**src/sv/priority_affinity_thread_scheduler_top_assert.svh**
```systemverilog
// assertion macros for the thread scheduler top level
// no dependencies; included by the top level only
`ifndef PRIORITY_AFFINITY_THREAD_SCHEDULER_TOP_ASSERT_SVH
`define PRIORITY_AFFINITY_THREAD_SCHEDULER_TOP_ASSERT_SVH

// implication checked on every clock edge outside reset
`define PATS_ASSERT_IMP(label, clk, rst, ante, cons, msg) \
   label: assert property (@(posedge clk) disable iff (rst) (ante) |-> (cons)) else $error(msg);

// next-cycle implication
`define PATS_ASSERT_NXT(label, clk, rst, ante, cons, msg) \
   label: assert property (@(posedge clk) disable iff (rst) (ante) |=> (cons)) else $error(msg);

`endif

```
**src/sv/pats_pkg.sv**
```systemverilog
// shared types and constants of the thread scheduler
// no dependencies
package pats_pkg;

   localparam int unsigned MaxThreads  = 32;
   localparam int unsigned MaxPriority = 31;
   localparam int unsigned NumCpus     = 16;

   localparam int unsigned IdW   = 6;
   localparam int unsigned IdxW  = 5;
   localparam int unsigned PrioW = 5;
   localparam int unsigned AffW  = 16;
   localparam int unsigned CntW  = 6;
   localparam int unsigned QDepth = 2;

   typedef enum logic [3:0] {
      OP_CREATE    = 4'd0,
      OP_START     = 4'd1,
      OP_YIELD     = 4'd2,
      OP_TERMINATE = 4'd3,
      OP_SET_PRIO  = 4'd4,
      OP_GET_PRIO  = 4'd5,
      OP_SET_AFF   = 4'd6,
      OP_GET_AFF   = 4'd7,
      OP_SCHEDULE  = 4'd8
   } op_type;

   typedef enum logic [2:0] {
      ST_UNUSED     = 3'd0,
      ST_INIT       = 3'd1,
      ST_READY      = 3'd2,
      ST_RUNNING    = 3'd3,
      ST_TERMINATED = 3'd4
   } status_type;

   // classified command handed from front to back
   typedef struct packed {
      logic              valid_op;
      op_type            op;
      logic              id_ok;
      logic [IdxW-1:0]   idx;
      logic [PrioW-1:0]  prio;
      logic              cpu_ok;
      logic [3:0]        cpu;
      logic [AffW-1:0]   mask;
   } cmd_type;

   function automatic logic [PrioW-1:0] clamp_prio(input logic [7:0] p);
      logic [PrioW-1:0] r;
      if (p > 8'(MaxPriority)) r = PrioW'(MaxPriority);
      else                     r = p[PrioW-1:0];
      return r;
   endfunction

endpackage

```
**src/sv/pats_front.sv**
```systemverilog
// front end: takes commands, range-checks ids and cpu, clamps priority
// depends on pats_pkg
module pats_front (
   input  logic                  start,
   input  logic                  busy,
   input  logic [3:0]            req_op,
   input  logic [5:0]            req_thread_id,
   input  logic [7:0]            req_priority_req,
   input  logic [3:0]            req_cpu,
   input  logic [15:0]           req_affinity_mask,
   output logic                  push,
   output pats_pkg::cmd_type     cmd
);
   logic [pats_pkg::IdW-1:0] idm1;

   always_comb begin
      idm1 = req_thread_id - pats_pkg::IdW'(1);
      push = start && !busy;
      cmd.valid_op = (req_op <= 4'(pats_pkg::OP_SCHEDULE));
      cmd.op       = pats_pkg::op_type'(req_op);
      cmd.id_ok    = (req_thread_id != '0) &&
                     (req_thread_id <= pats_pkg::IdW'(pats_pkg::MaxThreads));
      cmd.idx      = idm1[pats_pkg::IdxW-1:0];
      cmd.prio     = pats_pkg::clamp_prio(req_priority_req);
      cmd.cpu_ok   = (32'(req_cpu) < pats_pkg::NumCpus);
      cmd.cpu      = req_cpu;
      cmd.mask     = req_affinity_mask;
   end
endmodule

```
**src/sv/pats_queue.sv**
```systemverilog
// short command queue between front and back
// depends on pats_pkg
module pats_queue (
   input  logic              clock,
   input  logic              reset,
   input  logic              push,
   input  pats_pkg::cmd_type push_cmd,
   input  logic              pop,
   output logic              not_empty,
   output logic              full,
   output pats_pkg::cmd_type head
);
   pats_pkg::cmd_type slot_ff [pats_pkg::QDepth];
   logic       wp_ff, wp_in, rp_ff, rp_in;
   logic [1:0] cnt_ff, cnt_in;

   always_comb begin
      wp_in  = wp_ff ^ push;
      rp_in  = rp_ff ^ pop;
      cnt_in = cnt_ff + 2'(push) - 2'(pop);
      not_empty = (cnt_ff != 2'd0);
      full      = (cnt_ff == 2'(pats_pkg::QDepth));
      head      = slot_ff[rp_ff];
   end

   always_ff @(posedge clock) begin
      if (reset) begin
         wp_ff <= 1'b0; rp_ff <= 1'b0; cnt_ff <= 2'd0;
      end else begin
         wp_ff <= wp_in; rp_ff <= rp_in; cnt_ff <= cnt_in;
      end
      if (push) slot_ff[wp_ff] <= push_cmd;
   end
endmodule

```
**src/sv/pats_back.sv**
```systemverilog
// back end: thread table, command execution and the sequential schedule scan
// depends on pats_pkg
module pats_back (
   input  logic                      clock,
   input  logic                      reset,
   input  logic                      have_cmd,
   input  pats_pkg::cmd_type         cmd,
   input  logic [15:0]               dflt_aff,
   output logic                      pop,
   output logic                      idle,
   output logic                      rsp_valid,
   output logic                      rsp_ok,
   output logic [5:0]                rsp_thread_id_out,
   output logic [4:0]                rsp_prio_level,
   output logic [15:0]               rsp_affinity_out,
   output logic [5:0]                rsp_ready_count,
   output logic [5:0]                rsp_active_count
);
   localparam int unsigned N = pats_pkg::MaxThreads;

   typedef enum logic [2:0] {
      S_IDLE = 3'b001,
      S_SCAN = 3'b010,
      S_DONE = 3'b100
   } state_type;

   state_type state_ff, state_in;
   pats_pkg::status_type status_ff [N];
   logic [pats_pkg::PrioW-1:0] prio_mem [N];
   logic [pats_pkg::AffW-1:0]  aff_mem  [N];
   logic [31:0]                stamp_mem[N];
   logic [pats_pkg::IdW-1:0]   next_id_ff;
   logic [31:0]                stamp_ctr_ff;

   logic [pats_pkg::IdxW:0]    scan_ff, scan_in;
   logic                       best_v_ff, best_v_in;
   logic [pats_pkg::IdxW-1:0]  best_ff, best_in;
   logic [pats_pkg::PrioW-1:0] bprio_ff, bprio_in;
   logic [31:0]                bage_ff, bage_in;
   pats_pkg::cmd_type          cur_ff;
   logic [pats_pkg::CntW-1:0]  rdy_ff, act_ff;

   logic                       out_v_ff, out_v_in, out_ok_ff, out_ok_in;
   logic [5:0]                 out_id_ff, out_id_in;
   logic [4:0]                 out_pr_ff, out_pr_in;
   logic [15:0]                out_af_ff, out_af_in;

   logic [pats_pkg::IdxW-1:0]  si;
   logic [31:0]                age;
   logic                       cand;
   logic                       known;
   pats_pkg::status_type       cst;
   logic                       doit;

   always_comb begin
      si   = scan_ff[pats_pkg::IdxW-1:0];
      age  = stamp_ctr_ff - stamp_mem[si];
      cand = (status_ff[si] == pats_pkg::ST_READY) && aff_mem[si][cur_ff.cpu];
      cst  = status_ff[cmd.idx];
      known = cmd.id_ok && (cst != pats_pkg::ST_UNUSED);
      doit  = (state_ff == S_IDLE) && have_cmd;
      pop   = doit;
      idle  = (state_ff == S_IDLE) && !have_cmd && !out_v_ff;
      out_v_in = (doit && !(cmd.valid_op && cmd.op == pats_pkg::OP_SCHEDULE && cmd.cpu_ok)) ||
                 (state_ff == S_DONE);
      state_in = state_ff;
      scan_in = scan_ff; best_v_in = best_v_ff; best_in = best_ff;
      bprio_in = bprio_ff; bage_in = bage_ff;
      unique case (state_ff)
         S_IDLE: begin
            if (doit && cmd.valid_op && cmd.op == pats_pkg::OP_SCHEDULE && cmd.cpu_ok) begin
               state_in = S_SCAN; scan_in = '0; best_v_in = 1'b0;
            end
         end
         S_SCAN: begin
            if (cand && (!best_v_ff || prio_mem[si] < bprio_ff ||
                (prio_mem[si] == bprio_ff && age > bage_ff))) begin
               best_v_in = 1'b1; best_in = si; bprio_in = prio_mem[si]; bage_in = age;
            end
            scan_in = scan_ff + 1'b1;
            if (scan_ff == (pats_pkg::IdxW+1)'(N-1)) state_in = S_DONE;
         end
         S_DONE:  state_in = S_IDLE;
         default: state_in = S_IDLE;
      endcase
   end

   // result fields, loaded whenever a result is issued
   always_comb begin
      out_ok_in = 1'b0; out_id_in = '0; out_pr_in = '0; out_af_in = '0;
      if (state_ff == S_DONE) begin
         out_ok_in = best_v_ff;
         out_id_in = best_v_ff ? (pats_pkg::IdW'(best_ff) + 1'b1) : '0;
      end else if (doit && cmd.valid_op) begin
         unique case (cmd.op)
            pats_pkg::OP_CREATE:
               if (32'(next_id_ff) <= N) begin
                  out_ok_in = 1'b1; out_id_in = next_id_ff;
               end
            pats_pkg::OP_START, pats_pkg::OP_YIELD, pats_pkg::OP_TERMINATE,
            pats_pkg::OP_SET_PRIO, pats_pkg::OP_SET_AFF:
               out_ok_in = known;
            pats_pkg::OP_GET_PRIO: if (known) begin
               out_pr_in = prio_mem[cmd.idx]; out_ok_in = 1'b1;
            end
            pats_pkg::OP_GET_AFF: if (known) begin
               out_af_in = aff_mem[cmd.idx]; out_ok_in = 1'b1;
            end
            default: ;
         endcase
      end
   end

   // counts are kept incrementally from every status write
   function automatic logic is_rdy(input pats_pkg::status_type s);
      return s == pats_pkg::ST_READY;
   endfunction
   function automatic logic is_act(input pats_pkg::status_type s);
      return s == pats_pkg::ST_READY || s == pats_pkg::ST_RUNNING;
   endfunction

   pats_pkg::status_type old_s, new_s;
   logic                 wr_s;
   logic [pats_pkg::IdxW-1:0] wr_i;
   logic [pats_pkg::CntW-1:0] rdy_n, act_n;

   always_comb begin
      wr_s = 1'b0; wr_i = cmd.idx; new_s = cst;
      if (doit && cmd.valid_op) begin
         unique case (cmd.op)
            pats_pkg::OP_CREATE: begin
               wr_i = next_id_ff[pats_pkg::IdxW-1:0] - pats_pkg::IdxW'(1);
               wr_s = (32'(next_id_ff) <= N); new_s = pats_pkg::ST_INIT;
            end
            pats_pkg::OP_START: begin wr_s = known; new_s = pats_pkg::ST_READY; end
            pats_pkg::OP_YIELD: begin
               wr_s = known && cst == pats_pkg::ST_RUNNING; new_s = pats_pkg::ST_READY;
            end
            pats_pkg::OP_TERMINATE: begin wr_s = known; new_s = pats_pkg::ST_TERMINATED; end
            default: ;
         endcase
      end else if (state_ff == S_DONE && best_v_ff) begin
         wr_s = 1'b1; wr_i = best_ff; new_s = pats_pkg::ST_RUNNING;
      end
      old_s = status_ff[wr_i];
      rdy_n = rdy_ff; act_n = act_ff;
      if (wr_s) begin
         rdy_n = rdy_ff - pats_pkg::CntW'(is_rdy(old_s)) + pats_pkg::CntW'(is_rdy(new_s));
         act_n = act_ff - pats_pkg::CntW'(is_act(old_s)) + pats_pkg::CntW'(is_act(new_s));
      end
   end

   always_ff @(posedge clock) begin
      if (reset) begin
         state_ff <= S_IDLE;
         for (int i = 0; i < N; i++) status_ff[i] <= pats_pkg::ST_UNUSED;
         next_id_ff <= pats_pkg::IdW'(1);
         stamp_ctr_ff <= '0;
         rdy_ff <= '0; act_ff <= '0;
         out_v_ff <= 1'b0;
      end else begin
         state_ff <= state_in;
         rdy_ff <= rdy_n; act_ff <= act_n;
         if (wr_s) status_ff[wr_i] <= new_s;
         out_v_ff <= out_v_in;
         if (doit && cmd.valid_op) begin
            unique case (cmd.op)
               pats_pkg::OP_CREATE:
                  if (32'(next_id_ff) <= N) next_id_ff <= next_id_ff + 1'b1;
               pats_pkg::OP_START:
                  if (known) stamp_ctr_ff <= stamp_ctr_ff + 32'd1;
               pats_pkg::OP_YIELD:
                  if (known && cst == pats_pkg::ST_RUNNING) stamp_ctr_ff <= stamp_ctr_ff + 32'd1;
               pats_pkg::OP_SET_PRIO:
                  if (known && cst == pats_pkg::ST_READY) stamp_ctr_ff <= stamp_ctr_ff + 32'd1;
               default: ;
            endcase
         end
      end
   end

   // payload: table contents, scan registers, result fields
   always_ff @(posedge clock) begin
      scan_ff <= scan_in; best_v_ff <= best_v_in; best_ff <= best_in;
      bprio_ff <= bprio_in; bage_ff <= bage_in;
      if (doit) begin
         cur_ff <= cmd;
         if (cmd.valid_op) begin
            unique case (cmd.op)
               pats_pkg::OP_CREATE:
                  if (32'(next_id_ff) <= N) begin
                     prio_mem[wr_i] <= cmd.prio; aff_mem[wr_i] <= dflt_aff;
                     stamp_mem[wr_i] <= '0;
                  end
               pats_pkg::OP_START: if (known) stamp_mem[cmd.idx] <= stamp_ctr_ff;
               pats_pkg::OP_YIELD:
                  if (known && cst == pats_pkg::ST_RUNNING) stamp_mem[cmd.idx] <= stamp_ctr_ff;
               pats_pkg::OP_SET_PRIO: if (known) begin
                  prio_mem[cmd.idx] <= cmd.prio;
                  if (cst == pats_pkg::ST_READY) stamp_mem[cmd.idx] <= stamp_ctr_ff;
               end
               pats_pkg::OP_SET_AFF: if (known) aff_mem[cmd.idx] <= cmd.mask;
               default: ;
            endcase
         end
      end
      if (out_v_in) begin
         out_ok_ff <= out_ok_in; out_id_ff <= out_id_in;
         out_pr_ff <= out_pr_in; out_af_ff <= out_af_in;
      end
   end

   assign rsp_valid         = out_v_ff;
   assign rsp_ok            = out_ok_ff;
   assign rsp_thread_id_out = out_id_ff;
   assign rsp_prio_level    = out_pr_ff;
   assign rsp_affinity_out  = out_af_ff;
   assign rsp_ready_count   = rdy_ff;
   assign rsp_active_count  = act_ff;
endmodule

```
**src/sv/priority_affinity_thread_scheduler_top.sv**
```systemverilog
// top level of the thread scheduler: front, command queue, back, config register
// depends on pats_pkg, pats_front, pats_queue, pats_back and the assert header
//
//  channel   ports                       handshake
//  request   req_* , start, busy         start && !busy
//  result    rsp_*, rsp_valid            one-cycle strobe, no backpressure
//  config    csr_*                       csr_valid && csr_ready
//
// a plain command passes the command queue and the registered result stage; schedule
// scans the 32-entry table one entry a cycle. the command queue holds up to two
// commands while the back works; busy is high when the queue is full.
// synchronous active-high reset empties the table; no clearing pass is needed.
`include "priority_affinity_thread_scheduler_top_assert.svh"
module priority_affinity_thread_scheduler_top (
   input  logic        clock,
   input  logic        reset,
   input  logic        start,
   output logic        busy,
   input  logic [3:0]  req_op,
   input  logic [5:0]  req_thread_id,
   input  logic [7:0]  req_priority_req,
   input  logic [3:0]  req_cpu,
   input  logic [15:0] req_affinity_mask,
   output logic        rsp_valid,
   output logic        rsp_ok,
   output logic [5:0]  rsp_thread_id_out,
   output logic [4:0]  rsp_prio_level,
   output logic [15:0] rsp_affinity_out,
   output logic [5:0]  rsp_ready_count,
   output logic [5:0]  rsp_active_count,
   input  logic        csr_valid,
   output logic        csr_ready,
   input  logic [15:0] csr_default_affinity
);
   logic              push, pop, not_empty, full, idle;
   pats_pkg::cmd_type fcmd, head;
   logic [15:0]       dflt_aff_ff;

   assign busy      = full;
   assign csr_ready = 1'b1;

   always_ff @(posedge clock) begin
      if (reset) dflt_aff_ff <= 16'hFFFF;
      else if (csr_valid && csr_ready) dflt_aff_ff <= csr_default_affinity;
   end

   pats_front u_front (
      .start, .busy,
      .req_op, .req_thread_id, .req_priority_req, .req_cpu, .req_affinity_mask,
      .push, .cmd(fcmd)
   );

   pats_queue u_queue (
      .clock, .reset, .push, .push_cmd(fcmd), .pop,
      .not_empty, .full, .head
   );

   pats_back u_back (
      .clock, .reset, .have_cmd(not_empty), .cmd(head), .dflt_aff(dflt_aff_ff),
      .pop, .idle,
      .rsp_valid, .rsp_ok, .rsp_thread_id_out, .rsp_prio_level, .rsp_affinity_out,
      .rsp_ready_count, .rsp_active_count
   );

   `PATS_ASSERT_IMP(a_active_ge_ready, clock, reset, 1'b1,
      rsp_active_count >= rsp_ready_count, "active count below ready count")
   `PATS_ASSERT_IMP(a_no_push_full, clock, reset, full, !push, "push into full queue")
   `PATS_ASSERT_NXT(a_idle_no_rsp, clock, reset, idle && !push, !rsp_valid,
      "result without a command")
   `PATS_ASSERT_IMP(a_ok_id, clock, reset, rsp_valid && rsp_thread_id_out != 6'd0,
      rsp_ok, "thread id reported without ok")
endmodule

```
**config.mk**
```make
export PLATFORM = sky130hd
export DESIGN_NAME = priority_affinity_thread_scheduler_top
export DESIGN_NICKNAME = d
export VERILOG_FILES = /design/src/sv/pats_pkg.sv /design/src/sv/pats_front.sv /design/src/sv/pats_queue.sv /design/src/sv/pats_back.sv /design/src/sv/priority_affinity_thread_scheduler_top.sv
export VERILOG_INCLUDE_DIRS = /design/src /design/src/sv
export SDC_FILE = /design/constraint.sdc
export NUM_CORES = 2
export LEC_CHECK = 0
export BUFFER_PORTS_ARGS = -buffer_cell sky130_fd_sc_hd__buf_2
export CELL_PAD_IN_SITES_DETAIL_PLACEMENT = 2
export CELL_PAD_IN_SITES_GLOBAL_PLACEMENT = 2
export CORE_MARGIN = 1
export CORE_UTILIZATION = 40
export DETAILED_ROUTE_END_ITERATION = 8
export GPL_TIMING_DRIVEN = 0
export PLACE_DENSITY_LB_ADDON = 0.1
export REMOVE_ABC_BUFFERS = 1
export SLEW_MARGIN = 20
export SYNTH_ARGS = -nofsm -noshare
export SYNTH_HDL_FRONTEND = slang
export SYNTH_HIERARCHICAL = 1
export SYNTH_SLANG_ARGS = --single-unit
```
**constraint.sdc**
```tcl
create_clock -name clock -period 9.6 [get_ports clock]
set_input_delay 0.96 -clock clock [delete_from_list [all_inputs] [get_ports clock]]
set_output_delay 0.96 -clock clock [all_outputs]
set_load 0.05 [all_outputs]
```
After elaboration in Yosys (flattened, before gate mapping):

Memories as Yosys holds them, arrays and structs flattened. A register that Yosys moved wholly into a read port is not among the register bits.
Index checks and enable logic that the tools add are counted.

* bitwise gates (word level): 8
* magnitude comparators: 7
* $add $sub $neg: 13
* mux-type cells: 87
* eq/ne operators: 27
* reductions and logical operators: 46

Operators with widths (number)
* $mux W32: 6
* $pmux W32 S3: 1
* $mux W5: 13
* $mux W1: 48
* $mux W6: 6
* $add A32 B1 Y32 const B: 1
* $gt A32 B32 Y1: 1
* $reduce_or A32 Y1: 1
* $sub A32 B32 Y32: 1
* $eq A3 B2 Y1 const B: 8
* $eq A4 B3 Y1 const B: 4
* $mux W16: 1
* $reduce_or A16 Y1: 1
* $mux W3: 5
* $logic_and A1 B1 Y1: 14
* $add A6 B1 Y6: 2
* $add A6 B1 Y6 const B: 2
* $le A6 B6 Y1 const B: 2
* $pmux W6 S2: 1
* $sub A6 B1 Y6: 2
* $ne A2 B1 Y1 const B: 5
* $reduce_or A5 Y1: 2
* $sub A5 B1 Y5 const B: 2
* $pmux W3 S3: 1
* 36 further kinds: 58

* memories: 5
* input bits: 58
* bits in registers: 134
* memory bits (writable): 1864
* logic and storage cells: 211

Memory list
* u_back.stamp_mem: depth 32, bits a word 32, rd ports 1, clocked after Yosys merged registers in 1, write ports 1, RTL line pats_back.sv:31 `logic [31:0] stamp_mem[N];`
* u_back.aff_mem: depth 32, bits a word 16, rd ports 2, clocked after Yosys merged registers in 2, write ports 1, RTL line pats_back.sv:30 `logic [pats_pkg::AffW-1:0] aff_mem [N];`
* u_back.prio_mem: depth 32, bits a word 5, rd ports 2, clocked after Yosys merged registers in 2, write ports 1, RTL line pats_back.sv:29 `logic [pats_pkg::PrioW-1:0] prio_mem [N];`
* u_back.status_ff: depth 32, bits a word 3, rd ports 3, clocked after Yosys merged registers in 1, write ports 32, RTL line pats_back.sv:28 `pats_pkg::status_type status_ff [N];`
* u_queue.slot_ff: depth 2, bits a word 36, rd ports 1, clocked after Yosys merged registers in 1, write ports 1, RTL line pats_queue.sv:13 `pats_pkg::cmd_type slot_ff [pats_pkg::QDepth];`

Depth between registers and ports, before layout:

An unclocked memory read counts as a cell.

* word-level depth: 13
* gate-level depth with buffers: 31

Cells and area by module:

Netlist, hierarchy kept.

Modules (own cells, without submodules)
* pats_back: area an instance 84557.3 sq um, cells an instance 4355, seq. area each 57425.1 sq um, instances 1
* pats_queue: area an instance 2957.8 sq um, cells an instance 134, seq. area each 2302.2 sq um, instances 1
* priority_affinity_thread_scheduler_top: area an instance 610.6 sq um, cells an instance 55, seq. area each 320.3 sq um, instances 1
* pats_front: area an instance 340.3 sq um, cells an instance 46, seq. area each 0.0 sq um, instances 1

Least setup slack after synthesis:

Ideal clock, no wire load.

* path type: register -> register
* from: reg with a tool-made name
* to: reg u_back.best_v_ff, enable pin
* clock period less this slack: 8.719 ns
* arrival time: 8.426 ns
* stages on the path, launching flop included: 31
* slack: 0.881 ns
* library setup time: 0.293 ns
* data required time: 9.307 ns
* cells stage by stage: dfxtp_1 > buf_4 > buf_2 > buf_4 > buf_4 > buf_2 > buf_2 > clkbuf_1 > buf_2 > mux4_2 > mux4_2 > mux2i_1 > ha_1 > a21o_1 > a21o_1 > a211o_1 > or3_1 > o2111ai_1 > nand3_1 > a2111oi_0 > nor3_1 > xor2_1 > ha_1 > nand4_1 > nor2_1 > nand2_1 > or4_1 > o21bai_1 > a311oi_1 > o211a_1 > or2_2

RTL lines
* end signal, assigned: RTL line pats_back.sv:184 `scan_ff <= scan_in; best_v_ff <= best_v_in; best_ff <= best_in;`
* end, declared: RTL line pats_back.sv:36 `logic best_v_ff, best_v_in;`

==> qor.yml <==
status:
  status: "complete, no violations"
global_routing:
  grt_max_degree: 72
  antenna_found_initial: 3
  grt_usage_pct: 24.6
  grt_first_pass_wirelength_um: 390000
  grt_pass1_vias: 51128
  overflow: 0
worst_setup_path:
  crit_slowest_cell: "or4_1"
  crit_top_cell: "buf_16"
  worstPathRequired_ps: 10120
  critPathLaunchType: "flip-flop"
  worst-path-buf-inv: 6
  cpPeakStageDelay_ps: 600
  arrival_ps: 9550
  crit_type: "flip-flop to flip-flop"
  crit_fanout: 32
  crit_family: "compound AO/OA/AOI/OAI gates"
  cp-end-kind: "flip-flop"
yosys:
  synth.cell_area_sq_um: 88500
  synth_warnings: 6
  syn_inst: 4588
  syn_avg_cell_area_sq_um: 19.3
clock_tree:
  cts_root_buf: "clkbuf_16"
  clkLatencyLatePin_ps: 870
  clk_path_buf_depth: 3
  cts_tree: "built"
  cts-buffers-inserted: 222
  post-cts-setup-buffers: 0
  htree_levels: 4
  clk_pin_slew_ps: 60
  cts_sinks: 2026
floorplanning:
  coreArea_sq_um: 220000
  dieArea_sq_um: 223000
  die_x_um: 472
  ios: 101
  rows: 172
  floorplan.initialDensity_pct: 40.3
  die-height_um: 472
place:
  dp_hpwl_um: 185000
  gp_congestion: 0.765
  post-place-ws_ps: 118
  place_area_sq_um: 96400
  io_buffers: 99
  placed_cells: 7546
final_layout:
  fin_area_sq_um: 104000
  n_fill_cell: 19407
  seqCellArea_sq_um: 60100
  multi_input_area_sq_um: 27400
  area_growth_syn_to_layout_pct: 17.1
  stdcell_count: 7969
  layout.nets: 4967
  drive_above_1_share_pct: 31.0
sta:
  maxSlewHeadroom_pct: 22.3
  hold_viol: 0
  tightest_slew_ps: 1160
  rsz0062_at_grt: "false"
  layout_min_cycle_time_ps: 9020
  clock-skew-final_ps: 44.0
  slew_viol_final: 0
  fmax_mhz: 111
  layout_setup_ws_ps: 578
  period_share_pct: 94.0
  setup_viol: 0
detailed_routing:
  route.detailed.drc: 0
  drtPass1Iterations: 6
  wl_per_cell_um: 34.2
  wl_um: 272000
  drt_iter0_drc: 3882
  ant_nets: 0
  dr_total_vias: 46962
  viasPerCell: 5.89
power:
  p_comb_share_pct: 17.0
  switchingPower_mw: 5.99
  power.total_mw: 22.2
  p_leak_nw: 29.8
  swShare_pct: 27.0
  clkPwrFrac_pct: 38.0
  seqPwrFrac_pct: 45.0
  vdd_drop_max_mv: 0.186
  powerDensity_nw_per_um2: 214
  power.internal_mw: 16.2
worst_hold_path:
  min_path_type: "input port to flip-flop"
flow_run:
  drv_cap: 0
sequential cells by signal (all words and copies together), names as in the netlist, 2 cells and up, named ones only:
name                      count
u_back/state_ff               3
u_queue/slot_ff              74
u_back/cur_ff                 4
u_back/bage_ff               32
u_back/rsp_affinity_out      16
dflt_aff_ff                  16
u_back/bprio_ff               5
u_back/rsp_ready_count        6
u_back/rsp_prio_level         5
u_queue/cnt_ff                2
u_back/rsp_active_count       6
u_back/stamp_mem           1024
u_back/aff_mem              512
u_back/prio_mem             160
u_back/status_ff             96
u_back/stamp_ctr_ff          32
u_back/next_id_ff             6
u_back/rsp_thread_id_out      6
u_back/best_ff                5
u_back/scan_ff                6
per-layer routing:
layer  global-route usage, %  part of all wire, %
met5                       0               0.0048
met4                    5.81                  2.2
met2                    43.0                   52
met3                    3.12                  4.3
met1                    32.6                   42
stage by stage:
stage	setup TNS, ps	hold slack (ps)	utilization (%)
2_1_floorplan	-1013880	469	-
3_3_place_gp	-	464	41.5
3_5_place_dp	0	493	43.9
4_1_cts	0	216	47.1
5_1_grt	0	243	47.1
6_report	0	291	47.1
power groups by stage:
stage                     clock [mW]  combinational, mW  sequential (mW)
after floorplan                    0               2.24             10.3
after global placement             0               3.70             10.2
after detailed placement           0               3.80             10.2
after CTS                       8.64               3.81             9.99
after global routing            8.93               3.99             10.0
final                           8.42               3.78             9.99
worst paths after layout:
| path | slack (ps) | to | cells past startpoint | start |
|---|---|---|---|---|
| setup / recovery | 580 | u_back/bage_ff[22] | 27 | flip-flop |
| hold / removal | 290 | u_queue/slot_ff[0][11] | 1 | req_affinity_mask[11] |
| setup reg to reg | 580 | u_back/bage_ff[22] | 27 | flip-flop |
| hold reg to reg | 490 | u_back/rsp_ready_count[5] | 2 | u_back/rsp_ready_count[5] |
repair_timing:
item / 4_1_cts / 5_1_grt
setup endpoints to repair: 0 / 33
hold endpoints to repair: 0 / 0
gates resized for setup: 0 / 3
hold buffers: 0 / 0
cell usage in the layout (no fill, tap or decap), drive strengths merged, types with 9 or more instances in the layout:
cell type  instances
edfxtp          1947
mux4             770
nor2             338
buf              291
clkbuf           285
nand2            145
clkinv           110
a21oi             98
inv               98
ha                91
dfxtp             79
mux2i             74
mux2              63
xnor2             48
nor2b             45
o21ai             39
o21bai            39
nor3              39
and2              32
xor2              31
a21o              29
nand3             28
nand2b            24
nand4             20
a211o             19
bufinv            18
and3              16
or3               16
nor4b             15
a211oi            15
nor3b              9
a22oi              9
o22ai              9
nand3b             9
layout make-up:
type | count | share of cell area (%)
multi-input cells | 2178 | 26.5
diodes | 3 | 0.00725
clock buffers | 285 | 5.70
well taps | 2958 | 3.57
inverters | 96 | 0.353
clock inverters | 132 | 1.19
flip-flops and latches | 2026 | 58.0
repair buffers | 291 | 4.71
Power figures use the tool's default switching activity.
